File: src/rtl/pcc_pkg.sv
// ----------------------------------------------------------------------------
// pcc_pkg
// Shared types and constants of the pose chain composer.
// ----------------------------------------------------------------------------
package pcc_pkg;

  localparam int AxisFracBits = 14;
  localparam int AxisWidth    = AxisFracBits + 2;
  localparam int PointWidth   = 32;
  localparam int ProdWidth    = PointWidth + AxisWidth;
  localparam int AccWidth     = ProdWidth + 3;

  localparam logic signed [AxisWidth-1:0] AxisOne = AxisWidth'(1 << AxisFracBits);

  typedef logic signed [AxisWidth-1:0]  axis_t;
  typedef logic signed [PointWidth-1:0] point_t;

  typedef struct packed {
    point_t pos_x;
    point_t pos_y;
    point_t pos_z;
    axis_t  xaxis_i;
    axis_t  xaxis_j;
    axis_t  xaxis_k;
    axis_t  zaxis_i;
    axis_t  zaxis_j;
    axis_t  zaxis_k;
    logic   chain_first;
    logic   chain_last;
  } in_item_t;

  typedef struct packed {
    point_t glob_x;
    point_t glob_y;
    point_t glob_z;
    axis_t  gx_i;
    axis_t  gx_j;
    axis_t  gx_k;
    axis_t  gz_i;
    axis_t  gz_j;
    axis_t  gz_k;
    logic   sat_flag;
  } out_item_t;

  typedef enum logic [2:0] {
    ST_IDLE, ST_LOAD, ST_YAXIS, ST_COMPOSE, ST_COMMIT, ST_EMIT
  } state_e;

  // Controller to datapath.
  typedef struct packed {
    logic       capture;   // take the input item
    logic       load;      // load the pose as a new chain
    logic       y_step;    // one product of a Y axis element
    logic       dot_step;  // one product of a row dot
    logic       commit;    // copy the composed pose into the accumulator
    logic [1:0] idx;       // Y element or row
    logic [1:0] col;       // column within the row
    logic [1:0] kind;      // 0 X, 1 Z, 2 origin
  } dp_cmd_t;

  localparam logic [1:0] KindX = 2'd0;
  localparam logic [1:0] KindZ = 2'd1;
  localparam logic [1:0] KindO = 2'd2;

  function automatic logic signed [AccWidth-1:0] floor_sh(
      input logic signed [AccWidth-1:0] v);
    floor_sh = v >>> AxisFracBits;
  endfunction

endpackage

File: src/rtl/pcc_ctrl.sv
// ----------------------------------------------------------------------------
// pcc_ctrl
// Sequencer: steps the datapath through Y axis and row products.
// ----------------------------------------------------------------------------
module pcc_ctrl (
  input  logic             clk_i,
  input  logic             rst_ni,
  input  logic             in_valid_i,
  input  logic             in_first_i,
  input  logic             in_last_i,
  input  logic             out_busy_i,
  output logic             in_ready_o,
  output logic             emit_o,
  output pcc_pkg::dp_cmd_t cmd_o
);

  pcc_pkg::state_e state_q, state_d;
  logic [1:0] idx_q, idx_d, col_q, col_d, kind_q, kind_d;
  logic       last_q, last_d;

  always_ff @(posedge clk_i or negedge rst_ni) begin
    if (!rst_ni) begin
      state_q <= pcc_pkg::ST_IDLE;
      idx_q   <= '0;
      col_q   <= '0;
      kind_q  <= '0;
      last_q  <= 1'b0;
    end else begin
      state_q <= state_d;
      idx_q   <= idx_d;
      col_q   <= col_d;
      kind_q  <= kind_d;
      last_q  <= last_d;
    end
  end

  always_comb begin
    state_d    = state_q;
    idx_d      = idx_q;
    col_d      = col_q;
    kind_d     = kind_q;
    last_d     = last_q;
    in_ready_o = 1'b0;
    emit_o     = 1'b0;
    cmd_o      = '0;
    cmd_o.idx  = idx_q;
    cmd_o.col  = col_q;
    cmd_o.kind = kind_q;
    unique case (state_q)
      pcc_pkg::ST_IDLE: begin
        in_ready_o = 1'b1;
        if (in_valid_i) begin
          cmd_o.capture = 1'b1;
          last_d  = in_last_i;
          idx_d   = '0;
          col_d   = '0;
          kind_d  = '0;
          state_d = in_first_i ? pcc_pkg::ST_LOAD : pcc_pkg::ST_YAXIS;
        end
      end
      pcc_pkg::ST_LOAD: begin
        cmd_o.load = 1'b1;
        state_d    = last_q ? pcc_pkg::ST_EMIT : pcc_pkg::ST_IDLE;
      end
      pcc_pkg::ST_YAXIS: begin
        // two products per element, accumulated over col 0 and 1
        cmd_o.y_step = 1'b1;
        if (col_q == 2'd1) begin
          col_d = '0;
          if (idx_q == 2'd2) begin
            idx_d   = '0;
            state_d = pcc_pkg::ST_COMPOSE;
          end else begin
            idx_d = idx_q + 2'd1;
          end
        end else begin
          col_d = 2'd1;
        end
      end
      pcc_pkg::ST_COMPOSE: begin
        cmd_o.dot_step = 1'b1;
        if (col_q == 2'd2) begin
          col_d = '0;
          if (kind_q == pcc_pkg::KindO) begin
            kind_d = pcc_pkg::KindX;
            if (idx_q == 2'd2) begin
              idx_d   = '0;
              state_d = pcc_pkg::ST_COMMIT;
            end else begin
              idx_d = idx_q + 2'd1;
            end
          end else begin
            kind_d = kind_q + 2'd1;
          end
        end else begin
          col_d = col_q + 2'd1;
        end
      end
      pcc_pkg::ST_COMMIT: begin
        cmd_o.commit = 1'b1;
        state_d      = last_q ? pcc_pkg::ST_EMIT : pcc_pkg::ST_IDLE;
      end
      pcc_pkg::ST_EMIT: begin
        // wait for the output register to free
        if (!out_busy_i) begin
          emit_o  = 1'b1;
          state_d = pcc_pkg::ST_IDLE;
        end
      end
      default: state_d = pcc_pkg::ST_IDLE;
    endcase
  end

endmodule

File: config.mk
export PLATFORM = sky130hd
export DESIGN_NAME = pcc_ctrl
export DESIGN_NICKNAME = d
export VERILOG_FILES = /design/src/rtl/pcc_pkg.sv /design/src/rtl/pcc_ctrl.sv
export SDC_FILE = /design/constraint.sdc
export NUM_CORES = 1
export LEC_CHECK = 0
export ABC_AREA = 0
export ABC_CLOCK_PERIOD_IN_PS = 1700
export BUFFER_PORTS_ARGS = -buffer_cell sky130_fd_sc_hd__buf_2
export CAP_MARGIN = 20
export CORE_AREA = 2 2 55 57
export DETAILED_ROUTE_END_ITERATION = 12
export DIE_AREA = 0 0 57 59
export GPL_ROUTABILITY_DRIVEN = 0
export SYNTH_ARGS = -nofsm -noshare
export SYNTH_HDL_FRONTEND = slang
export SYNTH_SLANG_ARGS = --single-unit
export TNS_END_PERCENT = 20
File: constraint.sdc
create_clock -name clk_i -period 1.7 [get_ports clk_i]
set_input_delay 0 -clock clk_i [delete_from_list [all_inputs] [get_ports clk_i]]
set_output_delay 0 -clock clk_i [all_outputs]
set_load 0.005 [all_outputs]
# ---- Word-level counts from Yosys, hierarchy flattened
# Cells that the tools add are included.
dict set report totals {
  elab_cells 64
  input_bits 6
  reg_bits 10
  out_inout_bits 13
}
dict set report classes {
  addsub 3
  n_reduce_logical 9
  eq_ne 16
  muxes 31
}
# operator n
set ops {}
lappend ops {{$mux W3} 8}
lappend ops {{$mux W2} 9}
lappend ops {{$pmux W3 S5} 1}
lappend ops {{$ne A2 B2 Y1 const B} 7}
lappend ops {{$pmux W2 S3} 2}
lappend ops {{$mux W1} 10}
lappend ops {{$reduce_and A7 Y1} 1}
lappend ops {{$add A2 B1 Y2 const B} 3}
lappend ops {{$eq A2 B2 Y1 const B} 3}
lappend ops {{$eq A3 B2 Y1 const B} 2}
lappend ops {{$eq A3 B3 Y1 const B} 2}
lappend ops {{$reduce_and A5 Y1} 1}
lappend ops {{$pmux W2 S2} 1}
lappend ops {{$reduce_and A2 Y1} 2}
lappend ops {{$eq A3 B1 Y1 const B} 1}
lappend ops {{$logic_not A3 Y1} 1}
lappend ops {{$reduce_and A3 Y1} 1}
lappend ops {{$reduce_bool A3 Y1} 1}
lappend ops {{$eq A2 B1 Y1 const B} 1}
lappend ops {{$reduce_bool A2 Y1} 1}
lappend ops {{$reduce_or A2 Y1} 1}

# ---- Logic depth before layout (Yosys ltp)
# Gate-level depths: netlist of run 1.
dict set report depth {
  depth_word 5
  depth_mapped 5
  depth_no_buf 4
}

# ---- Worst setup path after synthesis of run 1
# No wires, ideal clock.
dict set report synth_timing {
  path_type {register -> register}
  start {register kind_q[0]}
  end {register idx_q[0]}
  path_buffers 0
  t_required_ns 1.572
  setup_slack_ns 0.287
  setup_time_ns 0.128
  stages_incl_launch_ff 5
  arrival_ns 1.286
  period_less_slack_ns 1.413
  path_cell_list {dfrtp_1 > and4bb_1 > nand3_1 > a21oi_2 > mux2_1}
}
dict set report synth_via {
  elab_chain_len 3
}
# item line
set synth_rtl {}
lappend synth_rtl {{start: declaration} pcc_ctrl.sv:18} ;# logic [1:0] idx_q, idx_d, col_q, col_d, kind_q, kind_d;
lappend synth_rtl {{start signal: assignment} pcc_ctrl.sv:32} ;# kind_q <= kind_d;
lappend synth_rtl {{$eq A2 B2 Y1} pcc_ctrl.sv:84} ;# if (kind_q == pcc_pkg::KindO) begin
lappend synth_rtl {{$ne A2 B2 Y1 (no line)} -}
lappend synth_rtl {{$reduce_and A5 Y1 (no line)} -}
lappend synth_rtl {{end signal: assignment} pcc_ctrl.sv:30} ;# idx_q <= idx_d;
lappend synth_rtl {{end: declaration} pcc_ctrl.sv:18}
# No other way between the ends.
# A chain may end at the register's enable or synchronous reset.

# ---- Worst setup path in the final report of run 1
dict set report layout_timing {
  start {register col_q[0]}
  end {register idx_q[0]}
}
dict set report layout_via {
  elab_chain_len 3
  word_cells_on_any_way 5
  cone_classes {eq/ne: 4; reduce/logical: 1}
}
# item line
set layout_rtl {}
lappend layout_rtl {{start: declaration} pcc_ctrl.sv:18}
lappend layout_rtl {{start signal: assignment} pcc_ctrl.sv:31} ;# col_q <= col_d;
lappend layout_rtl {{$eq A2 B2 Y1 or $eq A2 B1 Y1 (tied branches)} {pcc_ctrl.sv:82, pcc_ctrl.sv:68}}
lappend layout_rtl {{$ne A2 B2 Y1 (no line)} -}
lappend layout_rtl {{$reduce_and A5 Y1 (no line) (*)} -}
# Mark *: on every way between the ends. The rest lies on a longest branch, timed or not.

==> flow_metrics.py, run 1 <==
metrics = {
    "outcome": {
        "outcome": "complete, no violations",
    },
    "synth": {
        "synth.distinct_cells": 39,
        "yosys.area.top_type": "dfrtp_1",
        "netlist_area_um2": 673.1,
        "postSynthAreaPerCell_um2": 9.349,
        "synth_top_area_share_pct": 37.17,
        "synth_commonest_cells": "dfrtp_1 (10), nor3_1 (7), nand3_1 (4)",
        "seq_area_frac_synth_pct": 37.17,
        "synth_area_leaders": "dfrtp_1 (37%), nor3_1 (5.2%), mux2_1 (5.0%), nand3_1 (3.0%), buf_2 (2.2%)",
        "syn_inst": 72,
        "syn-num-nets": 78,
        "synth_most_common_cell": "dfrtp_1",
        "synthArstFlopShare_pct": 100.0,
        "ys_warn_count": 0,
        "synth_edf_count": 0,
        "ys.flop_type": "dfrtp_1",
        "synth-seq-cells": 10,
    },
    "placement": {
        "dpl.cell_count": 120,
        "port_buffers": 18,
        "place_ws_ns": 0.1989,
        "hpwl_um": 1220,
        "placed_area_um2": 798.3,
    },
    "sta": {
        "drv_slew": 0,
        "rsz0062_at_grt": "no",
        "fmax_mhz": 652.0,
        "fin_crit_ns": 1.534,
        "worst_hold_slack_ns": 0.06373,
        "period_share_pct": 90.22,
        "skew_ns": 0.008014,
        "fin_ws_ns": 0.1662,
        "relSlewSlack_pct": 81.07,
        "final-setup-viol-count": 0,
        "hold_viol": 0,
        "worst_slew_pin_slew_ns": 0.2839,
        "fin_setup_tns_ns": 0,
    },
    "floorplanning": {
        "core_area_um2": 2710,
        "pin_count": 19,
        "die_x_um": 57,
        "start_util_pct": 24.84,
        "die_h_um": 59,
        "num_rows": 19,
        "dieArea_um2": 3363,
    },
    "drt": {
        "routedWlPerCell_um": 12.65,
        "vias": 625,
        "via_per_inst": 4.960,
        "ant_nets": 0,
        "first_pass_iters": 5,
        "drc": 0,
        "drtIter0Drc": 27,
        "routed_wl_um": 1594,
    },
    "cts": {
        "numClockSinks": 10,
        "cts-buffers-inserted": 3,
        "clkLatencyLatePin_ns": 0.27,
        "post_cts_resized": 0,
        "root_buffer": "clkbuf_4",
        "path_clk_slew_ns": 0.07,
        "cts_tree": "done",
        "htreeDepth": 1,
        "max-clock-path-buffers": 2,
    },
    "cells_and_area": {
        "n_antenna_cell": 0,
        "instances_no_fill": 126,
        "area_growth_pct": 26.95,
        "finalInstanceArea_um2": 854.6,
        "nNetsFinal": 102,
        "drive_above_1_share_pct": 36.84,
    },
    "worst_setup_path": {
        "cp_max_fo": 6,
        "critPathKind": "reg -> reg",
        "crit_path_end_kind": "flop",
        "critPathLaunch": "col_q[0]$_DFFE_PN0P_",
        "ff2ff_path_depth": 4,
        "cp_data_arrival_time_ns": 1.68,
        "critPathLaunchType": "flop",
        "worstPathRequired_ns": 1.85,
        "r2r-start": "col_q[0]$_DFFE_PN0P_",
    },
    "global_routing": {
        "antenna_found_initial": 0,
        "grt_usage_pct": 10.54,
        "grt_start_max_net_pins": 13,
        "grt_pass1_vias": 571,
        "grt_overflow_total": 0,
        "grt_pass1_wl_um": 2691,
    },
    "flow_run": {
        "drv_cap": 0,
    },
    "worst_hold_path": {
        "hp-class": "in -> reg",
        "worstHoldStart": "in_first_i",
        "whs_path_depth": 3,
    },
    "pwr": {
        "leakage_nw": 0.4117,
        "p_per_area_nw_per_um2": 1810,
        "ir_worst_vdd_mv": 0.6475,
    },
}
[per-stage QoR]
stage	power [W]	utilization (%)
CTS	0.001555	31.53
global placement	0.001321	29.46
global route	0.001708	31.53
detailed placement	0.001329	29.46
finish	0.001547	31.53
floorplan	0.001074	-
[cells in the final DEF (no fill, tap or decap), types with 2 or more instances in the layout]
master / synthesis / routed
nor3_1: 7 / 7
o21ai_0: 3 / 3
dlygate4sd3_1: 0 / 2
nand2b_1: 2 / 2
buf_2: 3 / 18
nand2_1: 2 / 2
nor2_1: 3 / 3
a21oi_1: 2 / 2
mux2_1: 3 / 3
inv_1: 3 / 3
nor3b_1: 2 / 2
clkbuf_4: 0 / 3
dfrtp_1: 10 / 10
buf_4: 0 / 3
nand3_1: 4 / 4
nand3b_1: 2 / 2
[cell families after synthesis]
| group | Yosys count | synth area share (%) |
|---|---|---|
| flops | 10 | 37.17 |
| simple gates | 32 | 29.93 |
| compound gates | 17 | 18.59 |
| mux | 5 | 8.178 |
| buf+inv | 8 | 6.132 |
[what timing repair did]
| action | 4_1_cts | 5_1_grt |
|---|---|---|
| hold buffers | 2 | 0 |
| setup buffers | 0 | 0 |
| endpoints found under the hold margin | 11 | 0 |
[sequential cells by signal (all words and copies together), names as in the netlist]
signal and flops:
kind_q 2, state_q 3, col_q 2, idx_q 2, last_q 1
[layout make-up]
class	instances	area, um^2
Clock buffer	4	36.28
Multi-Input combinational cell	54	381.6
Timing Repair Buffer	23	132.6
Tap cell	31	38.79
Inverter	4	15.01
Fill cell	309	1856
Sequential cell	10	250.2
[power breakdown]
part | internal (W) | leakage [nW] | total, W | switching [W]
logic | 0.000417 | 0.263 | 0.000829 | 0.000413
registers | 0.000343 | 0.127 | 0.000499 | 0.000156
clock network | 0.000130 | 0.0210 | 0.000219 | 0.0000884
[routing by layer]
| metal | vias to the layer above | wire length [um] | track usage, % |
|---|---|---|---|
| met1 | 296 | 688 | 12.55 |
| met4 | 0 | 0 | 1.993 |
| met3 | 0 | 123 | 4.585 |
| met2 | 18 | 782 | 17.90 |
| met5 | - | 0 | 0 |
| li1 | 311 | - | - |
[worst max-delay path, cell delays in order, from the launching register on]
cell	delay, ns
dfrtp_1	0.44
and4bb_1	0.34
nand3_1	0.11
a21oi_2	0.20
mux2_1	0.33
[final timing paths]
path	to	slack (ns)
worst max-delay path	idx_q[0]$_DFFE_PN0P_	0.17
worst min-delay path	state_q[1]$_DFFE_PN0P_	0.06
max in group asynchronous	last_q$_DFFE_PN0P_	1.39
min in group asynchronous	col_q[1]$_DFFE_PN0P_	0.11
worst min register to register	kind_q[1]$_DFFE_PN0P_	0.58
worst max register to register	idx_q[0]$_DFFE_PN0P_	0.17
Note: power is estimated with default switching activity, not from simulation.
==> run 2: changes to the inputs <==
--- a/config.mk
+++ b/config.mk
@@ -9,10 +9,11 @@
 export ABC_CLOCK_PERIOD_IN_PS = 1700
 export BUFFER_PORTS_ARGS = -buffer_cell sky130_fd_sc_hd__buf_2
 export CAP_MARGIN = 20
-export CORE_AREA = 2 2 55 57
+export CORE_AREA = 2 2 41 43
 export DETAILED_ROUTE_END_ITERATION = 12
-export DIE_AREA = 0 0 57 59
+export DIE_AREA = 0 0 43 45
 export GPL_ROUTABILITY_DRIVEN = 0
+export PLACE_DENSITY = 0.71
 export SYNTH_ARGS = -nofsm -noshare
 export SYNTH_HDL_FRONTEND = slang
 export SYNTH_SLANG_ARGS = --single-unit
==> run 2 against run 1 <==
  * First-iteration DRC count is 33% lower
  * Hold slack gained 0.015 ns
  * Count of clock-buffer cells in the layout stayed put
  * Register-to-register slack better by 0.02 ns
  * Clock skew up 0.0024 ns
  * Largest power group unchanged
==> flow_metrics.py, run 2 (synthesis gave the netlist of run 1 again) <==
metrics = {
    "flow_run": {
        "drv_cap": 0,
    },
    "worst_setup_path": {
        "critPathBufInv": 0,
        "slowest_stage": "dfrtp_1",
        "critPathLaunchType": "flop",
        "cp_top_family": "flip-flops",
        "cp_max_fo": 6,
        "cp_data_arrival_time_ns": 1.66,
        "crit_path_end_kind": "flop",
        "critPathKind": "reg -> reg",
        "crit_chain": "and4bb_1 -> nand3_1 -> a21oi_2 -> mux2_1",
        "worstPathRequired_ns": 1.85,
        "critPathMaxStageDelay_ns": 0.43,
    },
    "sta": {
        "fin_crit_ns": 1.516,
        "final-setup-viol-count": 0,
        "worst_slew_pin_slew_ns": 0.3811,
        "rsz0062_at_grt": "no",
        "drv_slew": 0,
        "relSlewSlack_pct": 74.59,
        "fin_setup_tns_ns": 0,
        "skew_ns": 0.01044,
        "period_share_pct": 89.16,
        "fmax_mhz": 659.8,
        "hold_viol": 0,
    },
    "floorplanning": {
        "pin_count": 19,
        "core_area_um2": 1471,
        "num_rows": 14,
        "die_h_um": 45,
        "dieArea_um2": 1935,
        "start_util_pct": 45.75,
        "die_x_um": 43,
    },
    "global_routing": {
        "grt_usage_pct": 16.82,
        "grt_pass1_wl_um": 2387,
        "grt_start_max_net_pins": 12,
        "grt_overflow_total": 0,
        "grt_pass1_vias": 531,
        "antenna_found_initial": 0,
    },
    "drt": {
        "drc": 0,
        "first_pass_iters": 4,
        "via_per_inst": 5.532,
        "routed_wl_um": 1432,
        "routedWlPerCell_um": 12.90,
        "vias": 614,
        "drtIter0Drc": 18,
        "ant_nets": 0,
    },
    "cells_and_area": {
        "finalInstanceArea_um2": 835.8,
        "final_cell_mix": "buf_2 (18), dfrtp_1 (10), nor3_1 (7)",
        "largest_register_ffs": 3,
        "nNetsFinal": 102,
        "n_antenna_cell": 0,
        "regMostFlops": "state_q",
        "area_growth_pct": 24.16,
        "layout_commonest_cell": "buf_2",
        "drive_above_1_share_pct": 36.84,
        "fill_cells": 146,
    },
    "cts": {
        "cts_tree": "done",
        "path_clk_slew_ns": 0.08,
        "post-cts-setup-buffer-count": 0,
        "max-clock-path-buffers": 2,
        "clkLatencyLatePin_ns": 0.27,
        "cts-buffers-inserted": 3,
        "numClockSinks": 10,
        "root_buffer": "clkbuf_4",
        "htreeDepth": 1,
    },
    "pwr": {
        "power.total_w": 0.001537,
        "leakage_nw": 0.4117,
        "p_per_area_nw_per_um2": 1839,
        "ir_worst_vdd_mv": 0.9673,
    },
    "placement": {
        "placed_area_um2": 779.5,
        "hpwl_um": 1071,
        "port_buffers": 18,
    },
    "outcome": {
        "outcome": "complete, no violations",
    },
    "worst_hold_path": {
        "hp-class": "in -> reg",
    },
}
run 2: worst reg2reg max path, stage by stage, from the launching register on:
cell and delay [ns]:
dfrtp_1 0.43, and4bb_1 0.32, nand3_1 0.10, a21oi_2 0.21, mux2_1 0.33
run 2: worst paths after layout:
check	start	endpoint	cells past startpoint	slack [ns]
min reg2reg	kind_q[0]$_DFFE_PN0P_	kind_q[0]$_DFFE_PN0P_	1	0.55
min in group asynchronous	rst_ni	col_q[1]$_DFFE_PN0P_	2	0.11
max	col_q[0]$_DFFE_PN0P_	idx_q[0]$_DFFE_PN0P_	4	0.18
min	in_first_i	state_q[1]$_DFFE_PN0P_	3	0.08
max in group asynchronous	rst_ni	last_q$_DFFE_PN0P_	2	1.39
max reg2reg	col_q[0]$_DFFE_PN0P_	idx_q[0]$_DFFE_PN0P_	4	0.18
run 2: metrics by stage:
step / utilization [%] / std cells / hold WS [ns] / setup slack [ns]
after global routing: 56.80 / 111 / 0.07861 / 0.07981
after detailed placement: 52.98 / 105 / -0.1235 / 0.2118
after global placement: 52.98 / 105 / -0.1283 / 0.2366
final: 56.80 / 111 / 0.07829 / 0.1843
after floorplan: - / 72 / -0.2956 / 0.2866
after CTS: 56.80 / 111 / 0.07226 / 0.1792
run 2: timing repair:
action                                 4_1_cts  5_1_grt
hold buffers                                 2        0
resized for setup                            0        0
endpoints found under the hold margin       11        0
run 2: per-layer routing:
metal / global-route usage (%) / vias to the layer above / wire length, um
met5: 0 / - / 0
met4: 3.636 / 0 / 0
met3: 7.200 / 0 / 125
met2: 23.94 / 30 / 623
met1: 23.93 / 275 / 683
li1: - / 309 / -
run 2: layout make-up:
class	count	area (um^2)	area share, %
Timing Repair Buffer	23	132.6	15.87
Inverter	4	15.01	1.796
Sequential cell	10	250.2	29.94
Multi-Input combinational cell	54	381.6	45.66
Clock buffer	4	36.28	4.341
Tap cell	16	20.02	2.395
run 2: where the power goes:
group	total, W	switching, W	internal, W	leakage, nW
clock network	0.000220	0.0000897	0.000130	0.0210
registers	0.000512	0.000170	0.000342	0.127
logic	0.000806	0.000389	0.000416	0.263
total	0.00154	0.000649	0.000889	0.412
